## src/sv/gtp_pkg.sv

```systemverilog
// GUID text parser package: character constants, list pattern and helpers.
// Used by the channel interfaces and by guid_text_parser_top.
package gtp_pkg;

	localparam int unsigned CuW      = 16;
	localparam int unsigned ListLen  = 47;
	localparam int unsigned StepW    = 6;
	localparam int unsigned DashLen  = 36;

	localparam logic [CuW-1:0] ChDash   = 16'h002D;
	localparam logic [CuW-1:0] ChBrOpen = 16'h007B;
	localparam logic [CuW-1:0] ChBrShut = 16'h007D;
	localparam logic [CuW-1:0] ChPaOpen = 16'h0028;
	localparam logic [CuW-1:0] ChPaShut = 16'h0029;
	localparam logic [CuW-1:0] ChLowX   = 16'h0078;
	localparam logic [CuW-1:0] ChUpX    = 16'h0058;

	localparam logic [7:0] PatHex = 8'h48;
	localparam logic [7:0] PatX   = 8'h78;

	typedef enum logic [1:0] {
		FORM_DASHED = 2'd0,
		FORM_LIST   = 2'd1,
		FORM_BARE   = 2'd2
	} form_t;

	typedef enum logic [1:0] {
		CLOSE_NONE  = 2'd0,
		CLOSE_BRACE = 2'd1,
		CLOSE_PAREN = 2'd2
	} closer_t;

	function automatic logic is_space(input logic [CuW-1:0] c);
		return (c >= 16'h0009 && c <= 16'h000D) || (c >= 16'h2000 && c <= 16'h200A) ||
			c == 16'h0020 || c == 16'h0085 || c == 16'h00A0 || c == 16'h1680 ||
			c == 16'h180E || c == 16'h2028 || c == 16'h2029 || c == 16'h202F ||
			c == 16'h205F || c == 16'h3000;
	endfunction

	// bit 4 set when c is a hex digit, bits 3:0 its value
	function automatic logic [4:0] hex_val(input logic [CuW-1:0] c);
		logic [4:0] r;
		r = 5'd0;
		if (c >= 16'h0030 && c <= 16'h0039)
			r = {1'b1, c[3:0]};
		else if ((c >= 16'h0061 && c <= 16'h0066) || (c >= 16'h0041 && c <= 16'h0046))
			r = {1'b1, c[3:0] + 4'd9};
		return r;
	endfunction

	// {0xH,0xH,0xH,{0xH,0xH,0xH,0xH,0xH,0xH,0xH,0xH}}
	function automatic logic [7:0] list_pat(input logic [StepW-1:0] s);
		logic [7:0] r;
		r = 8'h2C;
		if (s == 6'd0 || s == 6'd13)
			r = 8'h7B;
		else if (s == 6'd45 || s == 6'd46)
			r = 8'h7D;
		else if (s < 6'd13) begin
			case (s[1:0])
				2'd1:    r = 8'h30;
				2'd2:    r = PatX;
				2'd3:    r = PatHex;
				default: r = 8'h2C;
			endcase
		end else if (s < 6'd45) begin
			case (s[1:0])
				2'd2:    r = 8'h30;
				2'd3:    r = PatX;
				2'd0:    r = PatHex;
				default: r = 8'h2C;
			endcase
		end
		return r;
	endfunction

	// hex digits allowed in the field at step s
	function automatic logic [3:0] field_digits(input logic [StepW-1:0] s);
		if (s == 6'd3)
			return 4'd8;
		if (s == 6'd7 || s == 6'd11)
			return 4'd4;
		return 4'd2;
	endfunction

endpackage

```

## src/sv/gtp_text_if.sv

```systemverilog
// Input channel: one UTF-16 code unit per beat.
// Depends on gtp_pkg.
interface gtp_text_if import gtp_pkg::*; ();
	logic           valid;
	logic           ready;
	logic [CuW-1:0] code_unit;
	modport source (output valid, output code_unit, input ready);
	modport sink (input valid, input code_unit, output ready);
endinterface

```

## src/sv/gtp_guid_if.sv

```systemverilog
// Result channel: one parsed GUID per beat.
// Depends on gtp_pkg.
interface gtp_guid_if import gtp_pkg::*; ();
	logic        valid;
	logic        ready;
	logic        status;
	logic [1:0]  form;
	logic [31:0] part_one;
	logic [15:0] part_two;
	logic [15:0] part_three;
	logic [15:0] tail_head;
	logic [47:0] tail_rest;
	modport source (output valid, output status, output form, output part_one,
		output part_two, output part_three, output tail_head, output tail_rest, input ready);
	modport sink (input valid, input status, input form, input part_one,
		input part_two, input part_three, input tail_head, input tail_rest, output ready);
endinterface

```

## src/sv/guid_text_parser_top.sv

```systemverilog
// GUID text parser top level: three recognizers and a result register.
// Depends on gtp_pkg, gtp_text_if and gtp_guid_if.
// Throughput: one code unit per cycle; a zero unit's result is valid the next cycle.
// The result register holds a beat until taken; text is stalled only while it is full
// and not being taken.
// Reset (arst_n, asynchronous) clears all parse state and empties the result register.
module guid_text_parser_top import gtp_pkg::*; (
	input  logic        clk,
	input  logic        arst_n,
	gtp_text_if.sink    text,
	gtp_guid_if.source  guid
);

	logic              lead_q, pend_q, saw_dash_q, saw_brace_q;
	logic [StepW-1:0]  dpos_q;
	closer_t           dclose_q;
	logic              dfail_q;
	logic [127:0]      dbits_q;
	logic [StepW-1:0]  bpos_q;
	logic              bfail_q;
	logic [127:0]      bbits_q;
	logic [StepW-1:0]  lstep_q;
	logic [3:0]        ldig_q;
	logic              lany_q, lfail_q;
	logic [127:0]      lbits_q;
	logic              ovalid_q;

	logic              take;
	logic [CuW-1:0]    c;
	logic [4:0]        hv;

	logic              lead_d, pend_d, saw_dash_d, saw_brace_d;
	logic [StepW-1:0]  dpos_d;
	closer_t           dclose_d;
	logic              dfail_d;
	logic [127:0]      dbits_d;
	logic [StepW-1:0]  bpos_d;
	logic              bfail_d;
	logic [127:0]      bbits_d;
	logic [StepW-1:0]  lstep_d, ls2, ls3;
	logic [3:0]        ldig_d, ndig;
	logic              lany_d, lfail_d;
	logic [127:0]      lbits_d;
	logic [7:0]        pch;
	logic              pmatch;
	logic              ok;
	form_t             form;
	logic [127:0]      res;

	assign text.ready = !ovalid_q || guid.ready;
	assign take = text.valid && text.ready;
	assign c = text.code_unit;
	assign hv = hex_val(c);

	always_comb begin
		lead_d = lead_q; pend_d = pend_q; saw_dash_d = saw_dash_q; saw_brace_d = saw_brace_q;
		dpos_d = dpos_q; dclose_d = dclose_q; dfail_d = dfail_q; dbits_d = dbits_q;
		bpos_d = bpos_q; bfail_d = bfail_q; bbits_d = bbits_q;
		lstep_d = lstep_q; ldig_d = ldig_q; lany_d = lany_q; lfail_d = lfail_q;
		lbits_d = lbits_q;
		ls2 = lstep_q; ls3 = lstep_q; ndig = ldig_q; pch = list_pat(lstep_q); pmatch = 1'b0;
		if (is_space(c)) begin
			if (!lead_q)
				pend_d = 1'b1;
		end else begin
			lead_d = 1'b0;
			pend_d = 1'b0;
			dfail_d = dfail_q || pend_q;
			bfail_d = bfail_q || pend_q;
			if (c == ChDash)
				saw_dash_d = 1'b1;
			if (c == ChBrOpen)
				saw_brace_d = 1'b1;

			// dashed
			if (!dfail_d) begin
				if (dpos_q == '0 && dclose_q == CLOSE_NONE && (c == ChBrOpen || c == ChPaOpen))
					dclose_d = (c == ChBrOpen) ? CLOSE_BRACE : CLOSE_PAREN;
				else if (dpos_q < StepW'(DashLen)) begin
					if (dpos_q == 6'd8 || dpos_q == 6'd13 || dpos_q == 6'd18 || dpos_q == 6'd23) begin
						if (c != ChDash)
							dfail_d = 1'b1;
						else
							dpos_d = dpos_q + 1'b1;
					end else if (!hv[4])
						dfail_d = 1'b1;
					else begin
						dbits_d = {dbits_q[123:0], hv[3:0]};
						dpos_d = dpos_q + 1'b1;
					end
				end else if (dpos_q == StepW'(DashLen) &&
					((dclose_q == CLOSE_BRACE && c == ChBrShut) ||
					 (dclose_q == CLOSE_PAREN && c == ChPaShut)))
					dpos_d = StepW'(DashLen + 1);
				else
					dfail_d = 1'b1;
			end

			// bare
			if (!bfail_d) begin
				if (bpos_q >= 6'd32 || !hv[4])
					bfail_d = 1'b1;
				else begin
					bbits_d = {bbits_q[123:0], hv[3:0]};
					bpos_d = bpos_q + 1'b1;
				end
			end

			// braced list
			if (!lfail_q) begin
				if (lstep_q >= StepW'(ListLen))
					lfail_d = 1'b1;
				else if (pch == PatHex && hv[4]) begin
					ndig = ldig_q + {3'd0, (ldig_q != '0 || hv[3:0] != '0)};
					if (ndig > field_digits(lstep_q))
						lfail_d = 1'b1;
					else begin
						ldig_d = ndig;
						lany_d = 1'b1;
						case (field_digits(lstep_q))
							4'd8:    lbits_d[31:0] = {lbits_q[27:0], hv[3:0]};
							4'd4:    lbits_d[15:0] = {lbits_q[11:0], hv[3:0]};
							default: lbits_d[7:0]  = {lbits_q[3:0], hv[3:0]};
						endcase
					end
				end else if (pch == PatHex && !lany_q)
					lfail_d = 1'b1;
				else begin
					if (pch == PatHex)
						ls2 = lstep_q + 1'b1;
					pch = list_pat(ls2);
					pmatch = (pch == PatX) ? (c == ChLowX || c == ChUpX) : (c == {8'd0, pch});
					if (!pmatch)
						lfail_d = 1'b1;
					else begin
						ls3 = ls2 + 1'b1;
						lstep_d = ls3;
						if (ls3 < StepW'(ListLen) && list_pat(ls3) == PatHex) begin
							ldig_d = '0;
							lany_d = 1'b0;
							case (field_digits(ls3))
								4'd8:    lbits_d = {lbits_q[95:0], 32'd0};
								4'd4:    lbits_d = {lbits_q[111:0], 16'd0};
								default: lbits_d = {lbits_q[119:0], 8'd0};
							endcase
						end
					end
				end
			end
		end
	end

	always_comb begin
		if (saw_dash_q) begin
			form = FORM_DASHED;
			ok = !dfail_q && dpos_q == ((dclose_q != CLOSE_NONE) ? StepW'(DashLen + 1) :
				StepW'(DashLen));
			res = dbits_q;
		end else if (saw_brace_q) begin
			form = FORM_LIST;
			ok = !lfail_q && lstep_q == StepW'(ListLen);
			res = lbits_q;
		end else begin
			form = FORM_BARE;
			ok = !bfail_q && bpos_q == 6'd32;
			res = bbits_q;
		end
		if (!ok)
			res = '0;
	end

	always_ff @(posedge clk or negedge arst_n) begin
		if (!arst_n) begin
			lead_q <= 1'b1; pend_q <= 1'b0; saw_dash_q <= 1'b0; saw_brace_q <= 1'b0;
			dpos_q <= '0; dclose_q <= CLOSE_NONE; dfail_q <= 1'b0; dbits_q <= '0;
			bpos_q <= '0; bfail_q <= 1'b0; bbits_q <= '0;
			lstep_q <= '0; ldig_q <= '0; lany_q <= 1'b0; lfail_q <= 1'b0; lbits_q <= '0;
			ovalid_q <= 1'b0;
		end else begin
			ovalid_q <= (take && c == '0) || (ovalid_q && !guid.ready);
			if (take && c == '0) begin
				lead_q <= 1'b1; pend_q <= 1'b0; saw_dash_q <= 1'b0; saw_brace_q <= 1'b0;
				dpos_q <= '0; dclose_q <= CLOSE_NONE; dfail_q <= 1'b0; dbits_q <= '0;
				bpos_q <= '0; bfail_q <= 1'b0; bbits_q <= '0;
				lstep_q <= '0; ldig_q <= '0; lany_q <= 1'b0; lfail_q <= 1'b0; lbits_q <= '0;
			end else if (take) begin
				lead_q <= lead_d; pend_q <= pend_d; saw_dash_q <= saw_dash_d;
				saw_brace_q <= saw_brace_d;
				dpos_q <= dpos_d; dclose_q <= dclose_d; dfail_q <= dfail_d; dbits_q <= dbits_d;
				bpos_q <= bpos_d; bfail_q <= bfail_d; bbits_q <= bbits_d;
				lstep_q <= lstep_d; ldig_q <= ldig_d; lany_q <= lany_d; lfail_q <= lfail_d;
				lbits_q <= lbits_d;
			end
		end
	end

	always_ff @(posedge clk) begin
		if (take && c == '0) begin
			guid.status     <= !ok;
			guid.form       <= form;
			guid.part_one   <= res[127:96];
			guid.part_two   <= res[95:80];
			guid.part_three <= res[79:64];
			guid.tail_head  <= res[63:48];
			guid.tail_rest  <= res[47:0];
		end
	end

	assign guid.valid = ovalid_q;

endmodule
```

## src/flat_wrapper.sv

```systemverilog
// flat-port wrapper written by rule: the top's interface ports become plain ports
module guid_text_parser_top_flat import gtp_pkg::*;
  (clk, arst_n, text_valid, text_code_unit, text_ready, guid_valid, guid_status, guid_form, guid_part_one, guid_part_two, guid_part_three, guid_tail_head, guid_tail_rest, guid_ready);
  gtp_text_if text_i ();
  gtp_guid_if guid_i ();
  input  logic clk;
  input  logic arst_n;
  input wire logic [$bits(text_i.valid)-1:0] text_valid;
  input wire logic [$bits(text_i.code_unit)-1:0] text_code_unit;
  output wire logic [$bits(text_i.ready)-1:0] text_ready;
  output wire logic [$bits(guid_i.valid)-1:0] guid_valid;
  output wire logic [$bits(guid_i.status)-1:0] guid_status;
  output wire logic [$bits(guid_i.form)-1:0] guid_form;
  output wire logic [$bits(guid_i.part_one)-1:0] guid_part_one;
  output wire logic [$bits(guid_i.part_two)-1:0] guid_part_two;
  output wire logic [$bits(guid_i.part_three)-1:0] guid_part_three;
  output wire logic [$bits(guid_i.tail_head)-1:0] guid_tail_head;
  output wire logic [$bits(guid_i.tail_rest)-1:0] guid_tail_rest;
  input wire logic [$bits(guid_i.ready)-1:0] guid_ready;
  assign text_i.valid = text_valid;
  assign text_i.code_unit = text_code_unit;
  assign text_ready = text_i.ready;
  assign guid_valid = guid_i.valid;
  assign guid_status = guid_i.status;
  assign guid_form = guid_i.form;
  assign guid_part_one = guid_i.part_one;
  assign guid_part_two = guid_i.part_two;
  assign guid_part_three = guid_i.part_three;
  assign guid_tail_head = guid_i.tail_head;
  assign guid_tail_rest = guid_i.tail_rest;
  assign guid_i.ready = guid_ready;
  guid_text_parser_top u_core (.clk(clk), .arst_n(arst_n), .text(text_i), .guid(guid_i));
endmodule
```

## config.mk

```make
export PLATFORM = sky130hd
export DESIGN_NAME = guid_text_parser_top_flat
export DESIGN_NICKNAME = d
export VERILOG_FILES = /design/src/sv/gtp_pkg.sv /design/src/sv/gtp_text_if.sv /design/src/sv/gtp_guid_if.sv /design/src/sv/guid_text_parser_top.sv /design/src/flat_wrapper.sv
export SDC_FILE = /design/constraint.sdc
export NUM_CORES = 1
export LEC_CHECK = 0
export ABC_AREA = 1
export BUFFER_PORTS_ARGS = -buffer_cell sky130_fd_sc_hd__buf_2
export CORE_UTILIZATION = 41
export CTS_CLUSTER_DIAMETER = 40
export DETAILED_ROUTE_END_ITERATION = 10
export SETUP_SLACK_MARGIN = 0.3
export SLEW_MARGIN = 30
export SYNTH_ARGS = -nofsm -noshare
export SYNTH_HDL_FRONTEND = slang
export SYNTH_SLANG_ARGS = --single-unit
export TNS_END_PERCENT = 50
```

## constraint.sdc

```tcl
create_clock -name clk -period 16.6 [get_ports clk]
set_input_delay 0.83 -clock clk [delete_from_list [all_inputs] [get_ports clk]]
set_output_delay 0.83 -clock clk [all_outputs]
set_load 0.1 [all_outputs]
```

======== After elaboration in Yosys (flattened, before gate mapping) ========
Index checks and enable logic that the tools add are counted.
storage, ports and cells
  logic and storage cells ................. 451
  ROM bits ................................ 0
  output and inout bits ................... 133
  input bits .............................. 20
  memories ................................ 0
  bits in latches ......................... 0
  RAM bits ................................ 0
  bits in registers ....................... 548
cells by class
  multipliers ............................. 0
  div/mod/pow operators ................... 0
  bitwise gates (word level) .............. 0
  $lt $le $gt $ge ......................... 21
  shifts and indexed selects .............. 0
  add/subtract/negate cells ............... 6
  reduce and logical (&&, ||, !) cells .... 96
  eq/ne operators ......................... 77
  muxes and demuxes ....................... 224
operators with widths
  kind                                                                                  count
  128-bit 2-to-1 mux                                                                    23
  128-bit one-hot mux with 2 select lines                                               1
  8-bit 2-to-1 mux                                                                      24
  6-bit 2-to-1 mux                                                                      29
  4-bit 2-to-1 mux                                                                      36
  7-bit one-hot mux with 3 select lines                                                 6
  96-bit 2-to-1 mux                                                                     1
  1-bit 2-to-1 mux                                                                      92
  16-bit by 14-bit == test with 1-bit output, second input constant                     5
  16-bit by 6-bit == test with 1-bit output, second input constant                      4
  16-bit by 7-bit == test with 1-bit output, second input constant                      4
  32-bit 2-to-1 mux                                                                     2
  6-bit == test, second input constant                                                  9
  6-bit by 4-bit == test with 1-bit output, second input constant                       7
  16-bit by 13-bit == test with 1-bit output, second input constant                     2
  16-bit by 8-bit == test with 1-bit output, second input constant                      2
  16-bit by 7-bit greater-or-equal comparator with 1-bit output, second input constant  2
  16-bit by 7-bit <= comparator with 1-bit output, second input constant                2
  1-bit logical OR                                                                      32
  6-bit less-than comparator, second input constant                                     5
  6-bit by 1-bit adder with 6-bit output, second input constant                         4
  8-bit by 7-bit == test with 1-bit output, second input constant                       3
  6-bit zero test                                                                       4
  7-bit AND reduction                                                                   3
  other kinds (42)                                                                      122

======== Logic depth before layout (Yosys ltp) ========
Gate-level depths: netlist (run 1).
  word-level depth ........................ 70
  mapped depth ............................ 30
  depth with buffers taken out ............ 30

======== Least setup slack after synthesis (run 1) ========
OpenSTA, ideal clock, no wires.
  kind .................................... flip-flop to flip-flop
  start ................................... reg u_core.ovalid_q, in the netlist u_core.guid.valid
  end ..................................... reg u_core.lstep_q[4]
  setup slack ............................. 9536 ps
  arrival time ............................ 6734 ps
  stages on the path, launching flop included .. 8
  buffers on the path ..................... 3
  library setup time ...................... 330 ps
  data required time ...................... 16270 ps
  cell sequence ........................... dfrtp_1 -> nand2_1 -> nand2_1 -> nor3_1 -> clkbuf_1 -> clkbuf_1 -> buf_1 -> o31ai_1
on the way
  word-level cells in the longest chain between the ends .. 6
  elaborated cells on any way between the ends .. 13
  those cells by class .................... 5 x eq/ne; 1 x mux; 7 x reduce/logical
RTL lines
  what                                                                         line                         RTL
  from (decl)                                                                  guid_text_parser_top.sv:26   logic ovalid_q;
  from (signal assigned)                                                       guid_text_parser_top.sv:180  ovalid_q <= (take && c == '0) || (ovalid_q && !guid.ready);
  1-bit zero test *                                                            guid_text_parser_top.sv:50   assign text.ready = !ovalid_q || guid.ready;
  1-bit logical OR *                                                           guid_text_parser_top.sv:50
  named net text_ready                                                         flat_wrapper.sv:10           output wire logic [$bits(text_i.ready)-1:0] text_ready;
  1-bit logical AND *                                                          guid_text_parser_top.sv:51   assign take = text.valid && text.ready;
  1-bit logical AND                                                            guid_text_parser_top.sv:181  if (take && c == '0) begin
  2-bit != test (no source line) / 2-bit nonzero test (equally long branches)  n/a
  7-bit AND reduction (no source line)                                         n/a
  to (signal assigned)                                                         guid_text_parser_top.sv:191  lstep_q <= lstep_d; ldig_q <= ldig_d; lany_q <= lany_d; lfail_q <= lfail_d;
  to (decl)                                                                    guid_text_parser_top.sv:22   logic [StepW-1:0] lstep_q;
The timed path passes the listed nets; every way through them passes the cells marked *.
A chain may end at the register's enable or synchronous reset.

======== Worst setup path in the final report (run 1) ========
  start ................................... reg u_core.lstep_q[0]
  end ..................................... reg u_core.lbits_q[36]
on the way
  word-level cells in the longest chain between the ends .. 45
  elaborated cells on any way between the ends .. 132
  those cells by class .................... 2 x add/sub; 8 x order compare; 30 x eq/ne; 73 x mux; 19 x reduce/logical
RTL lines
  what                                                                                 line                         RTL
  parallel branches: the longest is 45 deep, another holds 6-bit less-than comparator  n/a
  to (signal assigned)                                                                 guid_text_parser_top.sv:192  lbits_q <= lbits_d;
  to (decl)                                                                            guid_text_parser_top.sv:25   logic [127:0] lbits_q;
Several ways; the timed one is not identified. The select of a mux whose other input is x is not followed.

==> impl_metrics.toml, run 1 <==
[critical_path]
critical_path_class = "reg -> reg"
end_kind = "register"
worstPathMaxFanout = 97
required_ns = 17.11
critPathLaunchType = "register"
arrival_ns = 6.37

[timing]
max_clock_freq_mhz = 171
finalSetupViolations = 0
timing.hold.ws_ns = 0.172
hold_viol = 0
rsz0062_at_grt = "false"
period_share_pct = 35.3
setup_tns_ns = 0
final_max_slew_viol_count = 0
relSlewSlack_pct = 27.4
fin_worst_skew_ns = 0.0227
worst_pin_slew_ns = 1.09
fin_crit_ns = 5.86

[floorplanning]
die_h_um = 263
die_w_um = 263
pin_count = 153
die_area_um2 = 69300
start_util_pct = 41.5
placement_rows = 95
core_area_um2 = 67400

[grt]
grt_pass1_vias = 22200
grt_max_degree = 167
grt_usage_pct = 23.9
grt_overflow = 0
grt_pass1_wl_mm = 131
antenna_found_initial = 0

[clock_network]
cts_tree = "yes"
clock-sinks = 548
clk_path_buf_depth = 3
cts_hold_buf = 0
cts_resized = 0
numCtsBuffers = 83
clk_pin_slew_worst_paths_ns = 0.06
clk_latency_ns = 0.62
h-tree-depth = 3
root_buffer = "clkbuf_16"
post_cts_buffers = 0

[placed_design]
dp_hpwl_mm = 53.2
portBuffers = 152
gp_congestion = 0.915

[synthesis]
synth_area_um2 = 28000
ys_ff_latch = 548
synth_area_leader_cell = "dfrtp_1"
ys_async_sr_fraction_pct = 76.1
syn-num-nets = 3331
synth.avg_cell_area_um2 = 8.53
synth_top_area_share_pct = 37.2
ys_warn_count = 0
netlist_instances = 3280
yosysMostFrequentCell = "nand2_1"
yosys_most_used_dff = "dfrtp_1"
synth_edf_count = 131
synth_cell_type_count = 59
synthTopCellsByArea = "dfrtp_1, edfxtp_1, nand2_1, o22ai_1, inv_1"
ys_top_cells_by_count = "nand2_1, dfrtp_1, inv_1"
ys_seq_area_share_pct = 51.4

[power]
vdd_drop_max_mv = 0.0663
leakagePower_uw = 0.0146
cellPowerDensity_nw_per_um2 = 99.0

[finish]
areaGrowthSynthToFinish_pct = 14.7
layout.nets = 3382
drive_above_1_share_pct = 16.6
antenna_cells = 0
nFillCells = 6456

[routing]
drc = 0
via_per_inst = 5.55
drtAntennaViolNets = 0
wl_per_cell_um = 19.6
drtPass1Iterations = 5
vias = 23700
routed_wl_mm = 83.5
drt_iter0_drc = 2580

[outcome]
run_status = "complete, no violations"

[job]
maxCapViolCount = 0

[worst_hold_path]
hold_path.class = "in -> async"
[power by group]
part           total, uW  switching [uW]  internal (uW)
sequential          1380           0.947           1380
combinational       48.2            38.6           9.60
clock               1750             663           1090
total               3180             702           2470
[final timing paths]
kind                                                 start                         endpoint  slack, ns  depth (start not counted)
max                          u_core.lstep_q[0]$_DFFE_PN0P_   u_core.lbits_q[36]$_DFFE_PN0P_      10.74                         26
min                                                 arst_n   u_core.bbits_q[86]$_DFFE_PN0P_       0.17                          1
max reg2reg                  u_core.lstep_q[0]$_DFFE_PN0P_   u_core.lbits_q[36]$_DFFE_PN0P_      10.74                         26
min reg2reg                u_core.bbits_q[126]$_DFFE_PN0P_  u_core.bbits_q[126]$_DFFE_PN0P_       0.48                          2
max in group asynchronous                           arst_n   u_core.bbits_q[22]$_DFFE_PN0P_      14.32                          4
min in group clk           u_core.bbits_q[126]$_DFFE_PN0P_  u_core.bbits_q[126]$_DFFE_PN0P_       0.48                          2
[layer usage]
layer  vias to the layer above  track usage [%]  share of wire, %
met3                       113             3.22               5.8
met2                       797             37.5                47
li1                      11300                -                 -
met4                         0             7.40               2.3
met5                         -                0                 0
met1                     11500             34.2                45
[final cells by class]
class                      count  area (um^2)  area share, %
clock buffer                  99         2320           7.24
clock inverter                52          485           1.51
inverter                     505         1910           5.95
multi-input combinational   2007        10800           33.6
sequential                   548        14400           44.8
tap                          873         1090           3.40
timing repair buffer         186         1110           3.46
[flip-flops by register name (all words and copies together), names as in the netlist, 16 cells and up]
name and flops:
u_core.lbits_q 128, u_core.guid.part_one 32, u_core.dbits_q 128, u_core.guid.tail_head 16, u_core.guid.part_two 16, u_core.bbits_q 128, u_core.guid.part_three 16, u_core.guid.tail_rest 48
[worst max-delay path: stages, from the launching register on]
cell and delay [ns]:
dfrtp_1 0.47, inv_1 0.16, ha_1 0.31, inv_1 0.07, nand2_2 0.07, a21oi_4 0.19
nand3_2 0.16, xor2_1 0.44, inv_1 0.19, ha_1 0.30, o211ai_2 0.33, nand2_4 0.11
nor2_2 0.11, nand2_1 0.09, nand2_1 0.09, nand2_1 0.06, nor2_1 0.12, nand3_2 0.11
nand3_2 0.08, nand2_2 0.09, inv_4 0.15, nand2_8 0.12, inv_6 0.60, buf_4 0.85
o21ai_0 0.19, o21ai_1 0.12, inv_1 0.06
[metrics by stage]
stage / power [uW] / setup WS (ns) / utilization [%] / cells / area, um^2
global placement: 1450 / 10.69 / 43.3 / 4116 / 29200
finish: 3180 / 10.74 / 47.6 / 4270 / 32100
floorplan: 1420 / 9.54 / - / 3280 / 28000
CTS: 3200 / 10.77 / 47.5 / 4269 / 32000
detailed placement: 1450 / 10.69 / 43.4 / 4118 / 29200
global route: 3270 / 10.16 / 47.6 / 4270 / 32100
[logic make-up (layout without fill, tap and decap cells)]
kind of cell,after synthesis,after routing,synth area share [%]
buffers and inverters,725,842,10.4
flip-flops,548,548,51.4
adder cells (fa/ha/maj),31,31,1.39
AND/OR/NAND/NOR,1069,1069,16.3
XOR/XNOR,11,11,0.344
AO/OA/AOI/OAI,896,896,20.2
[placed cells by master, fill, tap and decap left out, types with 6 or more instances in the layout]
cell type,Yosys,layout
o22ai_1,252,252
nand4_1,31,31
nand2_4,5,7
inv_6,0,10
a221oi_1,44,44
ha_1,31,31
xor2_1,9,9
o21ai_2,80,80
clkbuf_8,0,8
dfrtp_1,416,415
nand2_1,710,706
nor2_1,118,116
nor3_1,66,65
a21oi_1,120,120
inv_2,96,95
nand3_1,93,90
clkbuf_16,0,88
clkinv_2,0,16
o211ai_1,12,12
buf_2,26,151
a22oi_1,30,30
buf_4,1,26
o31ai_1,8,8
edfxtp_1,131,131
nand3_2,5,6
nand2_2,9,11
inv_1,404,403
o21ai_0,223,223
nor4_1,9,9
o21ai_1,18,18
o32ai_1,7,7
a31oi_1,67,67
a32oi_1,8,8
o221ai_1,14,14
clkinv_4,0,11
Note: power is estimated with default switching activity, not from simulation.
==> run 2: changes to the inputs <==
clock period = 5.65 ns   (was 16.6 ns; I/O delays follow)
==> run 2 against run 1 <==
Against the previous run:
- combinational power rose to 2.9 times the previous value
- sequential power rose to 2.9 times the previous value
- routed wire length fell by 0.74%
- critical path depth fell by 4
- cell count rose by 0.68%
- clock power rose to 3.2 times the previous value
- hold slack got worse by 0.048 ns
- utilization rose by 0.59 points
- via count rose by 0.48%
- die area did not move
==> impl_metrics.toml, run 2 (synthesized netlist as in run 1, its figures left out) <==
[outcome]
run_status = "complete, no violations"

[routing]
drtPass1Iterations = 5
routed_wl_mm = 82.9
drtAntennaViolNets = 0
drt_iter0_drc = 2100
wl_per_cell_um = 19.3
via_per_inst = 5.54
drc = 0
vias = 23800

[placed_design]
gp_congestion = 0.908
portBuffers = 152
dp_hpwl_mm = 53.8
dp_worst_setup_slack_ns = 0.755

[grt]
grt_pass1_vias = 22600
grt_max_degree = 114
grt_overflow = 0
grt_pass1_wl_mm = 132
antenna_found_initial = 0
grt_usage_pct = 23.8

[timing]
final_max_slew_viol_count = 0
period_share_pct = 87.0
fin_crit_ns = 4.91
finalSetupViolations = 0
worst_pin_slew_ns = 0.991
max_clock_freq_mhz = 204
worst_slack_ns = 0.737
rsz0062_at_grt = "true"
relSlewSlack_pct = 33.8
hold_viol = 0
timing.hold.ws_ns = 0.124
fin_worst_skew_ns = 0.0294
setup_tns_ns = 0

[finish]
regArea_um2 = 14400
areaGrowthSynthToFinish_pct = 16.1
layout.nets = 3401
drive_above_1_share_pct = 17.0
antenna_cells = 0
top_regs = "u_core.bbits_q: 128 flops, u_core.dbits_q: 128 flops, u_core.lbits_q: 128 flops"
final_common_cell = "nand2_1"
postLayoutCoreUtil_pct = 48.2
multi_input_area_um2 = 10800
nFillCells = 6432
layout_common_cells = "nand2_1, dfrtp_1, inv_1"

[floorplanning]
pin_count = 153
core_area_um2 = 67400
die_h_um = 263
die_area_um2 = 69300
die_w_um = 263
placement_rows = 95
start_util_pct = 41.5

[critical_path]
required_ns = 6.16
slowest_delay_ns = 0.49
critPathBufInv = 6
cp_top_family = "simple AND/OR/NAND/NOR gates"
crit_chain = "inv_1 -> ha_1 -> inv_1 -> nand2_2 -> a21oi_4 -> nand3_2 -> xor2_1 -> inv_1 -> ha_1 -> nand2_1 -> xor2_1 -> nand2_1 -> inv_1 -> a21oi_1 -> o221ai_1 -> nand3_1 -> nand2_1 -> nand3b_1 -> buf_4 -> nand2_1 -> o21ai_1 -> inv_1"
critical_path_class = "reg -> reg"
arrival_ns = 5.42
slowest_stage = "nand3_1"
startpoint = "u_core.lstep_q[0]$_DFFE_PN0P_"
end_kind = "register"
critPathLaunchType = "register"
cpMostUsedCell = "inv_1"
worstPathMaxFanout = 30
r2r_start = "u_core.lstep_q[0]$_DFFE_PN0P_"

[clock_network]
clk_latency_ns = 0.65
clock-sinks = 548
root_buffer = "clkbuf_16"
post_cts_buffers = 0
numCtsBuffers = 88
h-tree-depth = 3
clk_pin_slew_worst_paths_ns = 0.06
cts_tree = "yes"
clk_path_buf_depth = 3

[job]
maxCapViolCount = 0

[worst_hold_path]
hold_path.class = "in -> async"

[power]
cellPowerDensity_nw_per_um2 = 299
vdd_drop_max_mv = 0.199
leakagePower_uw = 0.0147
[run 2: cell count changes in the layout (fill, tap and decap cells not counted), sizes merged]
cell         change
clkbuf           +4
dlygate4sd3      +2
inv             +12
clkinv           -4
bufinv           +3
buf             +12
[run 2: worst paths after layout]
kind | endpoint | slack, ns | depth (start not counted)
worst max-delay path | u_core.lbits_q[24]$_DFFE_PN0P_ | 0.74 | 22
worst min-delay path | u_core.bbits_q[85]$_DFFE_PN0P_ | 0.12 | 2
worst max register to register | u_core.lbits_q[24]$_DFFE_PN0P_ | 0.74 | 22
worst min register to register | u_core.dbits_q[125]$_DFFE_PN0P_ | 0.48 | 2
max in group asynchronous | u_core.saw_dash_q$_DFFE_PN0P_ | 4.13 | 4
min in group clk | u_core.pend_q$_DFFE_PN0P_ | 0.17 | 5
[run 2: area by class of cell]
type / count / area share, %
clock buffers: 103 / 7.14
clock inverters: 63 / 2.26
inverters: 505 / 5.89
multi-input cells: 2007 / 33.2
flip-flops and latches: 548 / 44.3
well taps: 873 / 3.36
repair buffers: 200 / 3.88
[run 2: repair_timing]
| action | in CTS | in global routing |
|---|---|---|
| hold buffers | 2 | 0 |
| endpoints found under the hold margin | 108 | 0 |
| resized for setup | 0 | 3 |
| setup endpoints to repair | 0 | 7 |
[run 2: power by group]
group	internal, uW	switching (uW)	total (uW)
Sequential	4050	2.81	4050
Combinational	28.8	110	139
Clock	3400	2130	5530
Total	7480	2240	9720
[run 2: per-layer routing]
metal | vias up | GRT usage, % | share of wire [%]
met5 | - | 0 | 0
met4 | 0 | 7.52 | 2.2
met3 | 109 | 2.89 | 5.3
met2 | 792 | 37.6 | 47
met1 | 11600 | 34.0 | 45
li1 | 11300 | - | -
[run 2: metrics by stage]
step | cell area [um^2] | total power (uW) | instances
2_1_floorplan | 28000 | 4170 | 3280
3_3_place_gp | 29400 | 4260 | 4130
3_5_place_dp | 29400 | 4260 | 4130
4_1_cts | 32400 | 9800 | 4298
5_1_grt | 32500 | 10000 | 4299
6_report | 32500 | 9720 | 4299
==> run 3: changes to the inputs <==
clock period = 4.1 ns   (was 5.65 ns; I/O delays follow)
==> run 3 against run 2 <==
Against the previous run:
- die area did not move
- clock power rose by 45%
- global-route usage barely moved
- utilization rose by 2.4 points
- non-clock buffer count rose by 77
- flip-flop and latch count did not move
- critical path depth rose by 4
- register-to-register slack got worse by 0.35 ns
- worst setup slack got worse by 0.35 ns
- sequential share of layout area fell by 2.1 points
- total power rose by 42%
- hold slack got worse by 0.060 ns
- critical endpoint is now u_core.lbits_q[110]$_DFFE_PN0P_
==> impl_metrics.toml, run 3 (synthesized netlist as in run 1, its figures left out) <==
[outcome]
run_status = "complete, no violations"

[clock_network]
cts_tree = "yes"
clk_latency_ns = 0.64
clk_path_buf_depth = 3
root_buffer = "clkbuf_16"
h-tree-depth = 3
numCtsBuffers = 90
clk_pin_slew_worst_paths_ns = 0.05
clock-sinks = 548

[finish]
fin_cells = 4384
top_regs = "u_core.bbits_q: 128 flops, u_core.dbits_q: 128 flops, u_core.lbits_q: 128 flops"
layout_common_cells = "nand2_1, dfrtp_1, inv_1"
layout.nets = 3484
drive_above_1_share_pct = 20.5
areaGrowthSynthToFinish_pct = 21.8
final_common_cell = "nand2_1"

[routing]
drtAntennaViolNets = 0
via_per_inst = 5.57
routed_wl_mm = 85.4
drtPass1Iterations = 6
drt_iter0_drc = 2343
drc = 0
vias = 24400
wl_per_cell_um = 19.5

[power]
power.switching_uw = 3040
clock_power_share_pct = 58.1
leakagePower_uw = 0.0154
seq_power_share_pct = 40.4
switching_share_pct = 22.0
power_frac_comb_pct = 1.5
power.internal_uw = 10800
cellPowerDensity_nw_per_um2 = 405
vdd_drop_max_mv = 0.321

[critical_path]
required_ns = 4.62
worstRegToRegCells = 26
end_kind = "register"
arrival_ns = 4.24
slowest_stage = "dfrtp_2"
cp_top_family = "simple AND/OR/NAND/NOR gates"
cp_num_cells = 26
critical_path_class = "reg -> reg"
worstPathMaxFanout = 6
slowest_delay_ns = 0.44
critPathBufInv = 8
critPathLaunchType = "register"
cpMostUsedCell = "nand3_2"

[worst_hold_path]
hold_path.class = "in -> async"

[timing]
fin_crit_ns = 3.72
rsz0062_at_grt = "true"
setup_tns_ns = 0
worst_pin_slew_ns = 0.898
relSlewSlack_pct = 40.1
finalSetupViolations = 0
period_share_pct = 90.6
fin_worst_skew_ns = 0.0321
max_clock_freq_mhz = 269
hold_viol = 0
final_max_slew_viol_count = 0

[grt]
grt_overflow = 0
grt_pass1_wl_mm = 132
grt_usage_pct = 23.8
antenna_found_initial = 1
grt_max_degree = 130
grt_pass1_vias = 22800

[floorplanning]
core_area_um2 = 67400
placement_rows = 95
die_area_um2 = 69300
start_util_pct = 41.5
die_w_um = 263
die_h_um = 263
pin_count = 153

[job]
maxCapViolCount = 0

[placed_design]
gp_congestion = 0.903
dp_hpwl_mm = 53.8
portBuffers = 152
dp_cells = 4165
run 3: cell types whose count changed in the layout (fill, tap and decap cells not counted), sizes merged:
| cell | before | now |
|---|---|---|
| buf | 198 | 265 |
| bufinv | 8 | 14 |
| clkbuf | 103 | 117 |
| clkinvlp | 5 | 12 |
| diode | 0 | 1 |
| inv | 527 | 517 |
run 3: cell type report:
class | count | area (um^2)
Clock buffer | 107 | 2400
Timing Repair Buffer | 277 | 2290
Timing Repair inverter | 4 | 57.6
Inverter | 505 | 1950
Sequential cell | 548 | 14400
Clock inverter | 62 | 836
Antenna cell | 1 | 2.50
Tap cell | 873 | 1090
Fill cell | 6209 | 33300
Multi-Input combinational cell | 2007 | 11100
run 3: power by group through the flow:
| stage | clock [uW] | combinational [uW] | sequential (uW) |
|---|---|---|---|
| finish | 8020 | 204 | 5580 |
| global placement | 0 | 204 | 5680 |
| global route | 8370 | 235 | 5580 |
| floorplan | 0 | 63.5 | 5680 |
| detailed placement | 0 | 203 | 5680 |
| CTS | 8130 | 205 | 5580 |
run 3: worst paths after layout:
kind	startpoint	slack, ns	to
max reg2reg	u_core.lstep_q[0]$_DFFE_PN0P_	0.38	u_core.lbits_q[110]$_DFFE_PN0P_
min in group clk	text_valid	0.16	u_core.pend_q$_DFFE_PN0P_
min reg2reg	u_core.bbits_q[124]$_DFFE_PN0P_	0.49	u_core.bbits_q[124]$_DFFE_PN0P_
max in group asynchronous	arst_n	2.78	u_core.lbits_q[8]$_DFFE_PN0P_
min	arst_n	0.06	u_core.lbits_q[84]$_DFFE_PN0P_
max	u_core.lstep_q[0]$_DFFE_PN0P_	0.38	u_core.lbits_q[110]$_DFFE_PN0P_
run 3: what timing repair did:
| action | CTS | global route |
|---|---|---|
| buffers inserted | 4 | 21 |
| cloned | 2 | 19 |
| hold endpoints to repair | 112 | 0 |
| resized for setup | 27 | 85 |
| pin swaps | 4 | 29 |
| hold buffers | 2 | 0 |
| endpoints found under the setup margin | 138 | 137 |
run 3: through the flow:
stage               hold slack, ns  power (uW)  utilization, %  area [um^2]  setup WS [ns]
floorplan                  -0.0906        5740               -        28000          0.306
global route                0.0795       14200            50.6        34100          0.211
finish                      0.0639       13800            50.6        34100          0.385
detailed placement           0.377        5880            44.2        29800         -0.178
global placement             0.386        5880            44.2        29800        -0.0134
CTS                          0.153       13900            49.3        33200          0.305
run 3: layer usage:
layer	vias to the layer above	share of wire, %	global-route usage [%]
met5	-	0	0
met4	0	2.6	7.43
met3	150	6.0	3.44
met2	911	47	37.6
met1	11900	44	33.8
li1	11500	-	-
run 3: worst register-to-register path: stages (launching register included):
cell and delay (ns):
dfrtp_2 0.44, inv_4 0.12, ha_4 0.21, inv_2 0.05, nand2_2 0.06, a21oi_4 0.15, nand3_4 0.15, xor2_4 0.29
buf_6 0.15, ha_2 0.21, o211ai_2 0.09, buf_6 0.16, nand2_8 0.08, nor2_2 0.05, nand2_1 0.10, nand3_2 0.09
nor2_4 0.14, nor2_2 0.06, nand3_2 0.07, nand3_2 0.09, nand2_4 0.12, inv_4 0.05, nand2_8 0.17, clkinv_8 0.16
clkbuf_16 0.20, o21ai_2 0.14, inv_2 0.04
